**config.mk**
```make
export PLATFORM = sky130hd
export DESIGN_NAME = ssr_delay
export DESIGN_NICKNAME = d
export VERILOG_FILES = /design/src/rtl/core/ssr_pkg.sv /design/src/rtl/core/ssr_delay.sv
export SDC_FILE = /design/constraint.sdc
export NUM_CORES = 1
export LEC_CHECK = 0
export BUFFER_PORTS_ARGS = -buffer_cell sky130_fd_sc_hd__buf_4
export CAP_MARGIN = 20
export CORE_UTILIZATION = 30
export DETAILED_ROUTE_END_ITERATION = 6
export GPL_ROUTABILITY_DRIVEN = 0
export HOLD_SLACK_MARGIN = 0.08
export PLACE_DENSITY = 0.46
export SETUP_SLACK_MARGIN = 0.05
export SLEW_MARGIN = 30
export SYNTH_ARGS = -nofsm -noshare
export SYNTH_HDL_FRONTEND = slang
export SYNTH_SLANG_ARGS = --single-unit
export TNS_END_PERCENT = 30
```
**constraint.sdc**
```tcl
create_clock -name clk -period 0.97 [get_ports clk]
set_clock_uncertainty 0.15 [all_clocks]
set_input_delay 0.2425 -clock clk [delete_from_list [all_inputs] [get_ports clk]]
set_output_delay 0.2425 -clock clk [all_outputs]
set_load 0.02 [all_outputs]
```
**src/rtl/core/ssr_pkg.sv**
```systemverilog
`timescale 1ns / 1ps

package ssr_pkg;

  typedef logic signed [31:0] comp_t;

  typedef struct packed {
    comp_t x;
    comp_t y;
    comp_t z;
  } vec_t;

  typedef struct packed {
    logic cur_zero;
    logic ref_zero;
  } flags_t;

  typedef enum logic [1:0] {
    MODE_RGB = 2'd0,
    MODE_S   = 2'd1,
    MODE_T   = 2'd2,
    MODE_AVG = 2'd3
  } mode_t;

  typedef enum logic [3:0] {
    REG_OUTPUT_MODE = 4'd0,
    REG_USE_WARNING = 4'd1,
    REG_WARN_RED    = 4'd2,
    REG_WARN_GREEN  = 4'd3,
    REG_WARN_BLUE   = 4'd4,
    REG_FATAL_RED   = 4'd5,
    REG_FATAL_GREEN = 4'd6,
    REG_FATAL_BLUE  = 4'd7
  } reg_idx_t;

  localparam logic [1:0] STATUS_OK  = 2'd0;
  localparam logic [1:0] STATUS_CUR = 2'd1;
  localparam logic [1:0] STATUS_REF = 2'd2;

endpackage

```
**src/rtl/core/ssr_delay.sv**
```systemverilog
`timescale 1ns / 1ps

module ssr_delay import ssr_pkg::*; #(
  parameter int W = 32,
  parameter int N = 32
) (
  input  logic         clk,
  input  logic         adv,
  input  logic [W-1:0] din,
  output logic [W-1:0] dout
);

  logic [W-1:0] line [N];

  always_ff @(posedge clk) begin
    if (adv) begin
      line[0] <= din;
      for (int i = 1; i < N; i++) line[i] <= line[i-1];
    end
  end

  assign dout = line[N-1];

endmodule

```
==> summary.txt, run 1 <==
GRT
  – Antenna violations before repair: 0
  – Largest net degree at the start of global routing: around 40
  – First-pass GRT wire length: 52.9 mm
  – Gr usage total: around 6.3%
  – GRT Residual Overflow: 0
  – Vias in the first global route: roughly 11000

Setup path
  – Buf+Inv Stages, Crit Path: 1
  – CP Capture Type: output port
  – WP data required: 580 ps
  – Type of origin of the critical path: flop
  – Crit path DAT: 1270 ps
  – CP delay by family, top: flip-flops
  – Crit path max fanout: 1
  – Max stage delay on crit path: 470 ps
  – Critical path origin: line[1][504]
  – Worst path cell trace: buf_6
  – Worst r2r src: line[0][428]
  – Reg2Reg Setup Slack: roughly 110 ps
  – Slowest library cell on the worst path: edfxtp_1
  – Kind of critical path: flop to output port

Final layout
  – Share of cells above drive strength 1: a little over a fifth
  – Multi-input gate area: 0 um2
  – Diode count: 0
  – Largest registers: line x1024
  – Layout area overhead: 20.8%
  – Most flop-heavy register: line
  – Final net count: 1357
  – Max reg flops: between 1000 and 1500
  – Fin cells: between 2000 and 3000
  – Multi-In Gates: 0
  – Design Area, Final: approximately 0.037 mm2

Timing
  – Worst Setup Slack, final: -694 ps
  – Min cycle time layout: around 1700 ps
  – WHS: -43.9 ps
  – Tcrit/Tclk final: 171%
  – Slew margin rel.: about 86%
  – Slew @ Worst Pin: around 220 ps
  – Fmax: 0.601 GHz
  – Fin. max-slew vios: 0
  – Final setup vio count: 32
  – RSZ-0062 raised after global routing: yes
  – Final hold vios: 47

Synth
  – Yosys reg bits: 1024
  – Number of distinct library cells after synthesis: 2
  – Synthesized area per cell: approximately 29 um2
  – Yosys warns: 0
  – Synthesized instance count: 1056
  – Sequential share of the synthesized area: between 90 and 100%
  – Cell Area, Synth: 0.0310 mm2
  – Syn Nets: 1090

Clock tree
  – Hold buffer count at cts: 32
  – Worst-Skew Late Latency: between 600 and 700 ps
  – # clock sinks: approximately 1000
  – CTS buffer count: 102
  – Clock Path Buffers: 3
  – H-Tree Depth: 3
  – CTS root buf: clkbuf_16
  – Postcts setup bufs: 0
  – Clock tree from TritonCTS: built
  – Clk slew on worst S/H paths: 60 ps

Floorplanning
  – Die Wd: about 320 um
  – Initial Utilization: between 30% and 40%
  – DIE HEIGHT: about 320 um
  – IO Count: 66
  – Number of core rows: roughly 120
  – Core ar.: a little over 0.1 mm2
  – DIE AREA: roughly 0.10 mm2

Pwr
  – Sw Ratio: 18.7%
  – Sequential share of power: 58.2%
  – Worst vdd ir: 1.36 mV
  – Clock power frac: 40.0%
  – Leak: between 10 and 15 nW
  – Psw: 0.0167 W
  – Combinational Power Share: under 10%
  – Int Pwr: 0.0729 W
  – Pwr/cell area: around 2400 mW/mm2

Place
  – Placed inst area: 0.0339 mm2
  – Placed cells: between 2000 and 3000
  – Post-DP HPWL: approximately 16 mm
  – Place WS: -435 ps
  – # port buffers: 65

Run status
  – Violated checks: hold timing, setup timing
  – Outcome: finished with violations

Route
  – Remaining antenna violation count: 0
  – Via density: around 3.7
  – Total Wirelength: about 32 mm
  – Pre-antenna DRT Iters: 4
  – Starting DRT DRC Count: 600
  – DRC viols: 0
  – WL/cell: approximately 11 um
  – Total number of vias: approximately 10000

Run
  – Max_cap viols: 0

Worst hold path
  – Hold Path Origin: adv
  – HP Class: input pin to flop
## layer usage
metal / share of wire, % / track usage (%) / vias up / wire, um
met5: 0 / 0 / - / 0
met4: 4.5 / 3.80 / 0 / 1440
met3: 5.1 / 2.10 / 107 / 1630
met2: 48 / 10.2 / 190 / 15300
met1: 42 / 7.30 / 5039 / 13400
li1: - / - / 4829 / -
## path summary, 6_finish.rpt
kind,end,depth (start not counted)
hold / removal,line[0][78],2
setup / recovery,dout[24],1
hold reg to reg,line[1][106],0
setup reg to reg,line[0][460],0
## stage by stage
step | util [%] | total power (W) | setup TNS, ps | hold slack [ps]
4_1_cts | 36.7 | 0.0915 | -21030 | -102
6_report | 36.7 | 0.0896 | -18750 | -43.9
3_3_place_gp | 33.2 | 0.0545 | -350870 | 250
5_1_grt | 36.7 | 0.0935 | -21400 | -85.4
2_1_floorplan | - | 0.0530 | 0 | 191
3_5_place_dp | 33.2 | 0.0547 | -359970 | 255
## cells in the final DEF (no fill, tap or decap), drive strengths merged
| cell type | netlist | final |
|---|---|---|
| clkbuf | 0 | 127 |
| dlygate4sd3 | 0 | 32 |
| inv | 0 | 3 |
| edfxtp | 1024 | 1024 |
| buf | 32 | 163 |
| clkinvlp | 0 | 5 |
| clkinv | 0 | 43 |
| bufinv | 0 | 5 |
## logic make-up (layout without fill, tap and decap cells)
family / after synthesis / in the layout / synth area share (%)
buffers and inverters: 32 / 378 / 0.775
flip-flops: 1024 / 1024 / 99.2
## cells in the mapped netlist (all sizes together)
master,n,area [um2]
edfxtp,1024,30700
buf,32,240
## what timing repair did
action,4_1_cts,5_1_grt
endpoints found under the setup margin,32,32
gates resized for setup,28,4
pin swaps,0,0
hold endpoints to repair,132,83
## final cells by class
class	instances	area, um2
clock buffer	127	2670
clock inverter	56	395
fill	9287	64600
tap	1368	1710
timing repair buffer	195	1900
sequential	1024	30700
## power groups by stage
stage,Sequential [W],Clock (W),Combinational (W)
floorplan,0.0528,0,0.000191
global placement,0.0530,0,0.00148
detailed placement,0.0531,0,0.00155
CTS,0.0522,0.0376,0.00168
global route,0.0524,0.0393,0.00181
finish,0.0521,0.0358,0.00164
Power figures use the tool's default switching activity.
==> run 2: changes to the inputs <==
CORE_UTILIZATION = 45   (was 30)
PLACE_DENSITY = 0.62   (was 0.46)
==> summary.txt, run 2 (synthesized netlist as in run 1, its figures left out) <==
Floorplanning
  – Initial Utilization: 45.8% (was 30.4%)
  – DIE AREA: 0.0699 mm2 (was 0.105 mm2)
  – Number of core rows: 95 (was 117)
  – IO Count: 66 (unchanged)
  – Core ar.: 0.0676 mm2 (was 0.102 mm2)
  – DIE HEIGHT: 264 um (was 323 um)
  – Die Wd: 264 um (was 323 um)

Setup path
  – Crit path DAT: 1160 ps (was 1270 ps)
  – Buf+Inv Stages, Crit Path: 1 (unchanged)
  – Crit path max fanout: 1 (unchanged)
  – Max stage delay on crit path: 390 ps (was 470 ps)
  – CP delay by family, top: flip-flops (unchanged)
  – Kind of critical path: flop to output port (unchanged)
  – WP data required: 580 ps (about the same)
  – Reg2Reg Setup Slack: 110 ps (about the same)
  – CP Capture Type: output port (unchanged)
  – Type of origin of the critical path: flop (unchanged)
  – Slowest library cell on the worst path: edfxtp_1 (unchanged)
  – Worst path cell trace: buf_6 (unchanged)

Final layout
  – Util after Layout: 54.4% (was 36.7%)
  – Design Area, Final: 0.0368 mm2 (was 0.0374 mm2)
  – Diode count: 0 (unchanged)
  – Layout area overhead: 18.8% (was 20.8%)
  – Most common cell after layout, fill and taps aside: edfxtp_1 (unchanged)
  – Most flop-heavy register: line (unchanged)
  – Multi-In Gates: 0 (unchanged)
  – Max reg flops: 1024 (unchanged)
  – Fillcell total: 4996 (was 9287)
  – Share of cells above drive strength 1: 21.1% (was 20.8%)
  – Multi-input gate area: 0 um2 (unchanged)
  – Largest registers: line x1024 (unchanged)
  – Most frequent cells in the layout: edfxtp_1 (1024), buf_4 (109), clkbuf_16 (100) (was edfxtp_1 (1024), buf_4 (112), clkbuf_16 (103))
  – Final net count: 1351 (was 1357)

Route
  – Total Wirelength: 30.6 mm (was 31.8 mm)
  – Pre-antenna DRT Iters: 6 (was 4)
  – Via density: 4.47 (was 3.67)
  – DRC viols: 0 (unchanged)
  – Starting DRT DRC Count: 634 (was 600)
  – Remaining antenna violation count: 0 (unchanged)
  – WL/cell: 13.5 um (was 11.5 um)
  – Total number of vias: 10100 (was 10200)

Clock tree
  – Clk slew on worst S/H paths: 60 ps (about the same)
  – CTS root buf: clkbuf_16 (unchanged)
  – Clock Path Buffers: 3 (unchanged)
  – CTS buffer count: 98 (was 102)
  – H-Tree Depth: 3 (unchanged)
  – Hold buffer count at cts: 32 (unchanged)
  – # clock sinks: 1024 (unchanged)
  – Postcts setup bufs: 0 (unchanged)
  – Clock tree from TritonCTS: built (unchanged)
  – Worst-Skew Late Latency: 630 ps (about the same)

Pwr
  – Leak: 12.6 nW (was 12.5 nW)
  – Worst vdd ir: 1.54 mV (was 1.36 mV)
  – Pwr/cell area: 2440 mW/mm2 (was 2390 mW/mm2)

Timing
  – Slew margin rel.: 86.0% (was 85.6%)
  – Slew @ Worst Pin: 210 ps (was 216 ps)
  – Worst Setup Slack, final: -580 ps (was -694 ps)
  – Fin. max-slew vios: 0 (unchanged)
  – Min cycle time layout: 1550 ps (was 1660 ps)
  – Final setup vio count: 32 (unchanged)
  – Tcrit/Tclk final: 160% (was 171%)
  – RSZ-0062 raised after global routing: yes (unchanged)
  – Fmax: 0.645 GHz (was 0.601 GHz)
  – WHS: -95.4 ps (was -43.9 ps)
  – Final hold vios: 30 (was 47)

Place
  – Placed inst area: 0.0333 mm2 (was 0.0339 mm2)
  – Post-DP HPWL: 15.4 mm (was 16.5 mm)
  – # port buffers: 65 (unchanged)

GRT
  – Antenna violations before repair: 0 (unchanged)
  – First-pass GRT wire length: 51.4 mm (was 52.9 mm)
  – GRT Residual Overflow: 0 (unchanged)
  – Largest net degree at the start of global routing: 41 (unchanged)
  – Vias in the first global route: 10300 (was 10700)
  – Gr usage total: 9.12% (was 6.33%)

Run
  – Max_cap viols: 0 (unchanged)

Run status
  – Violated checks: hold timing, setup timing (unchanged)
  – Outcome: finished with violations (unchanged)

Worst hold path
  – HP Class: input pin to flop (unchanged)
[run 2: layer usage]
metal | global-route usage (%) | wire length, um | vias up
li1 | - | - | 4811
met1 | 12.2 | 14000 | 5051
met5 | 0 | 0 | -
met2 | 13.6 | 14100 | 167
met4 | 4.43 | 1080 | 0
met3 | 2.93 | 1380 | 89
[run 2: path summary, 6_finish.rpt]
kind / from / endpoint / cells past startpoint
worst min register to register: line[1][11] / line[1][43] / 0
worst max-delay path: line[1][505] / dout[25] / 1
worst min-delay path: adv / line[0][95] / 2
worst max register to register: line[1][66] / line[1][98] / 0
[run 2: what timing repair did]
| action | 4_1_cts | 5_1_grt |
|---|---|---|
| endpoints found under the hold margin | 124 | 75 |
| endpoints found under the setup margin | 32 | 32 |
| resized for setup | 29 | 3 |
| pin swaps | 0 | 0 |
[run 2: power by group]
group	switching [W]	internal, W
sequential	0.000588	0.0516
clock	0.0148	0.0212
combinational	0.000996	0.000651
[run 2: per-stage QoR]
stage          worst slack (ps)  TNS [ps]  std cells  total power, W
3_3_place_gp               -398   -335640       2058          0.0544
4_1_cts                    -648    -19860       2262          0.0913
3_5_place_dp               -407   -347020       2058          0.0546
2_1_floorplan              87.1         0       1056          0.0530
6_report                   -580    -17980       2262          0.0898
5_1_grt                    -654    -20230       2262          0.0933
[run 2: layout make-up]
| cell class | instances | area (um2) | area share (%) |
|---|---|---|---|
| sequential | 1024 | 30700 | 83.5 |
| clock buffer | 118 | 2570 | 6.98 |
| timing repair buffer | 193 | 1890 | 5.14 |
| tap | 873 | 1090 | 2.97 |
| clock inverter | 54 | 517 | 1.40 |
==> run 3: changes to the inputs <==
CTS_BUF_LIST = sky130_fd_sc_hd__clkbuf_8   (was not set)
==> summary.txt, run 3 (synthesized netlist as in run 1, its figures left out) <==
Run status
  – Outcome: finished with violations (unchanged)
  – Violated checks: hold timing, setup timing (unchanged)

Floorplanning
  – DIE AREA: 0.0699 mm2 (unchanged)
  – Core ar.: 0.0676 mm2 (unchanged)
  – Initial Utilization: 45.8% (unchanged)
  – Die Wd: 264 um (unchanged)
  – IO Count: 66 (unchanged)
  – DIE HEIGHT: 264 um (unchanged)
  – Number of core rows: 95 (unchanged)

Route
  – Via density: 4.43 (was 4.47)
  – Total Wirelength: 31.4 mm (was 30.6 mm)
  – M1 WL: 14.1 mm (was 14.0 mm)
  – Met3 wire length: 1.72 mm (was 1.38 mm)
  – Pre-antenna DRT Iters: 4 (was 6)
  – WL/cell: 13.3 um (was 13.5 um)
  – Met2 routed wirelength: 14.5 mm (was 14.1 mm)
  – Total number of vias: 10400 (was 10100)
  – Starting DRT DRC Count: 614 (was 634)
  – DRC viols: 0 (unchanged)
  – Uppermost layer routed: met4 (unchanged)
  – Remaining antenna violation count: 0 (unchanged)

Timing
  – WHS: -154 ps (was -95.4 ps)
  – Worst Setup Slack, final: -707 ps (was -580 ps)
  – Tcrit/Tclk final: 173% (was 160%)
  – RSZ-0062 raised after global routing: yes (unchanged)
  – Fin. max-slew vios: 0 (unchanged)
  – Slew @ Worst Pin: 300 ps (was 210 ps)
  – Min cycle time layout: 1680 ps (was 1550 ps)
  – Slew margin rel.: 80.0% (was 86.0%)
  – Fmax: 0.596 GHz (was 0.645 GHz)
  – Final setup vio count: 32 (unchanged)
  – Final hold vios: 64 (was 30)

Final layout
  – Multi-In Gates: 0 (unchanged)
  – Multi-input gate area: 0 um2 (unchanged)
  – Max reg flops: 1024 (unchanged)
  – Share of cells above drive strength 1: 22.9% (was 21.1%)
  – Largest registers: line x1024 (unchanged)
  – Most frequent cells in the layout: edfxtp_1 (1024), clkbuf_8 (166), buf_4 (109) (was edfxtp_1 (1024), buf_4 (109), clkbuf_16 (100))
  – Layout area overhead: 17.7% (was 18.8%)
  – Most flop-heavy register: line (unchanged)
  – Util after Layout: 53.9% (was 54.4%)
  – Most common cell after layout, fill and taps aside: edfxtp_1 (unchanged)
  – Final net count: 1411 (was 1351)
  – Fin cells: 2356 (was 2262)
  – Diode count: 0 (unchanged)

Clock tree
  – # clock sinks: 1024 (unchanged)
  – CTS buffer count: 157 (was 98)
  – H-Tree Depth: 4 (was 3)
  – Worst-Skew Late Latency: 740 ps (was 630 ps)
  – Clock Path Buffers: 3 (unchanged)
  – Hold buffer count at cts: 33 (was 32)
  – Clock tree from TritonCTS: built (unchanged)
  – Clk slew on worst S/H paths: 60 ps (about the same)
  – CTS root buf: clkbuf_8 (was clkbuf_16)

Setup path
  – Slowest library cell on the worst path: edfxtp_1 (unchanged)
  – CP Capture Type: output port (unchanged)
  – CP delay by family, top: flip-flops (unchanged)
  – Worst path cell trace: buf_6 (unchanged)
  – Buf+Inv Stages, Crit Path: 1 (unchanged)
  – Crit path max fanout: 1 (unchanged)
  – Type of origin of the critical path: flop (unchanged)
  – Crit path DAT: 1280 ps (was 1160 ps)
  – Max stage delay on crit path: 400 ps (was 390 ps)
  – WP data required: 580 ps (about the same)
  – Kind of critical path: flop to output port (unchanged)

Worst hold path
  – HP Class: input pin to flop (unchanged)

GRT
  – Gr usage total: 9.50% (was 9.12%)
  – Antenna violations before repair: 0 (unchanged)
  – GRT Residual Overflow: 0 (unchanged)
  – Largest net degree at the start of global routing: 41 (unchanged)
  – First-pass GRT wire length: 52.4 mm (was 51.4 mm)
  – Vias in the first global route: 10800 (was 10300)

Place
  – # port buffers: 65 (unchanged)
  – Placed cells: 2058 (unchanged)
  – Post-DP HPWL: 15.4 mm (unchanged)

Pwr
  – Worst vdd ir: 1.25 mV (was 1.54 mV)
  – Clock power frac: 36.3% (was 40.1%)
  – Pwr/cell area: 2320 mW/mm2 (was 2440 mW/mm2)
  – Combinational Power Share: 2.0% (was 1.8%)
  – Sequential share of power: 61.8% (was 58.1%)
  – Int Pwr: 0.0681 W (was 0.0734 W)
  – Psw: 0.0163 W (was 0.0164 W)
  – Sw Ratio: 19.3% (was 18.3%)
  – Leak: 12.7 nW (was 12.6 nW)

Run
  – Max_cap viols: 0 (unchanged)
[run 3: cell types whose count changed in the layout (fill, tap and decap cells not counted)]
cell           previous run  this run
clkbuf_1                 18         0
inv_6                     2         3
clkbuf_16               100         0
clkinv_1                 22        26
clkinvlp_4                3         2
clkinv_2                 15         7
bufinv_16                 9         1
inv_1                     0        60
dlygate4sd3_1            32        33
clkinv_8                  3         0
clkbuf_8                  0       166
[run 3: routing by layer]
metal  track usage, %  vias up
li1                 -     4943
met5                0        -
met3             3.72       94
met1             12.0     5171
met4             6.25        0
met2             13.7      225
[run 3: stage by stage]
step	hold WS (ps)	setup TNS, ps	instance area, um2	power [W]	setup slack (ps)
6_report	-154	-21880	36500	0.0844	-707
5_1_grt	-235	-25310	36500	0.0883	-816
4_1_cts	-256	-25570	36400	0.0860	-829
3_5_place_dp	255	-347020	33300	0.0546	-407
3_3_place_gp	250	-335640	33300	0.0544	-398
2_1_floorplan	191	0	31000	0.0530	87.1
[run 3: power groups by stage]
stage	clock [W]	combinational, W	sequential, W
3_5_place_dp	0	0.00155	0.0531
4_1_cts	0.0321	0.00169	0.0522
3_3_place_gp	0	0.00146	0.0529
5_1_grt	0.0341	0.00180	0.0524
6_report	0.0306	0.00165	0.0522
2_1_floorplan	0	0.000191	0.0528
[run 3: final cells by class]
cell class	instances	area, um2
clock buffers	166	2280
fillers	5097	31200
well taps	873	1090
repair buffers	194	1900
flip-flops and latches	1024	30700
clock inverters	99	429
[run 3: path summary, 6_finish.rpt]
path	from	end	slack (ps)	depth (start not counted)
hold / removal	adv	line[0][129]	-150	2
setup / recovery	line[1][505]	dout[25]	-710	1
setup reg to reg	line[1][66]	line[1][98]	100	0
hold reg to reg	line[1][147]	line[1][179]	250	0
[run 3: timing repair]
action	4_1_cts	5_1_grt
gates cloned	0	0
resized for setup	29	3
endpoints found under the hold margin	1056	1052
setup endpoints to repair	32	32
buffers inserted	0	0
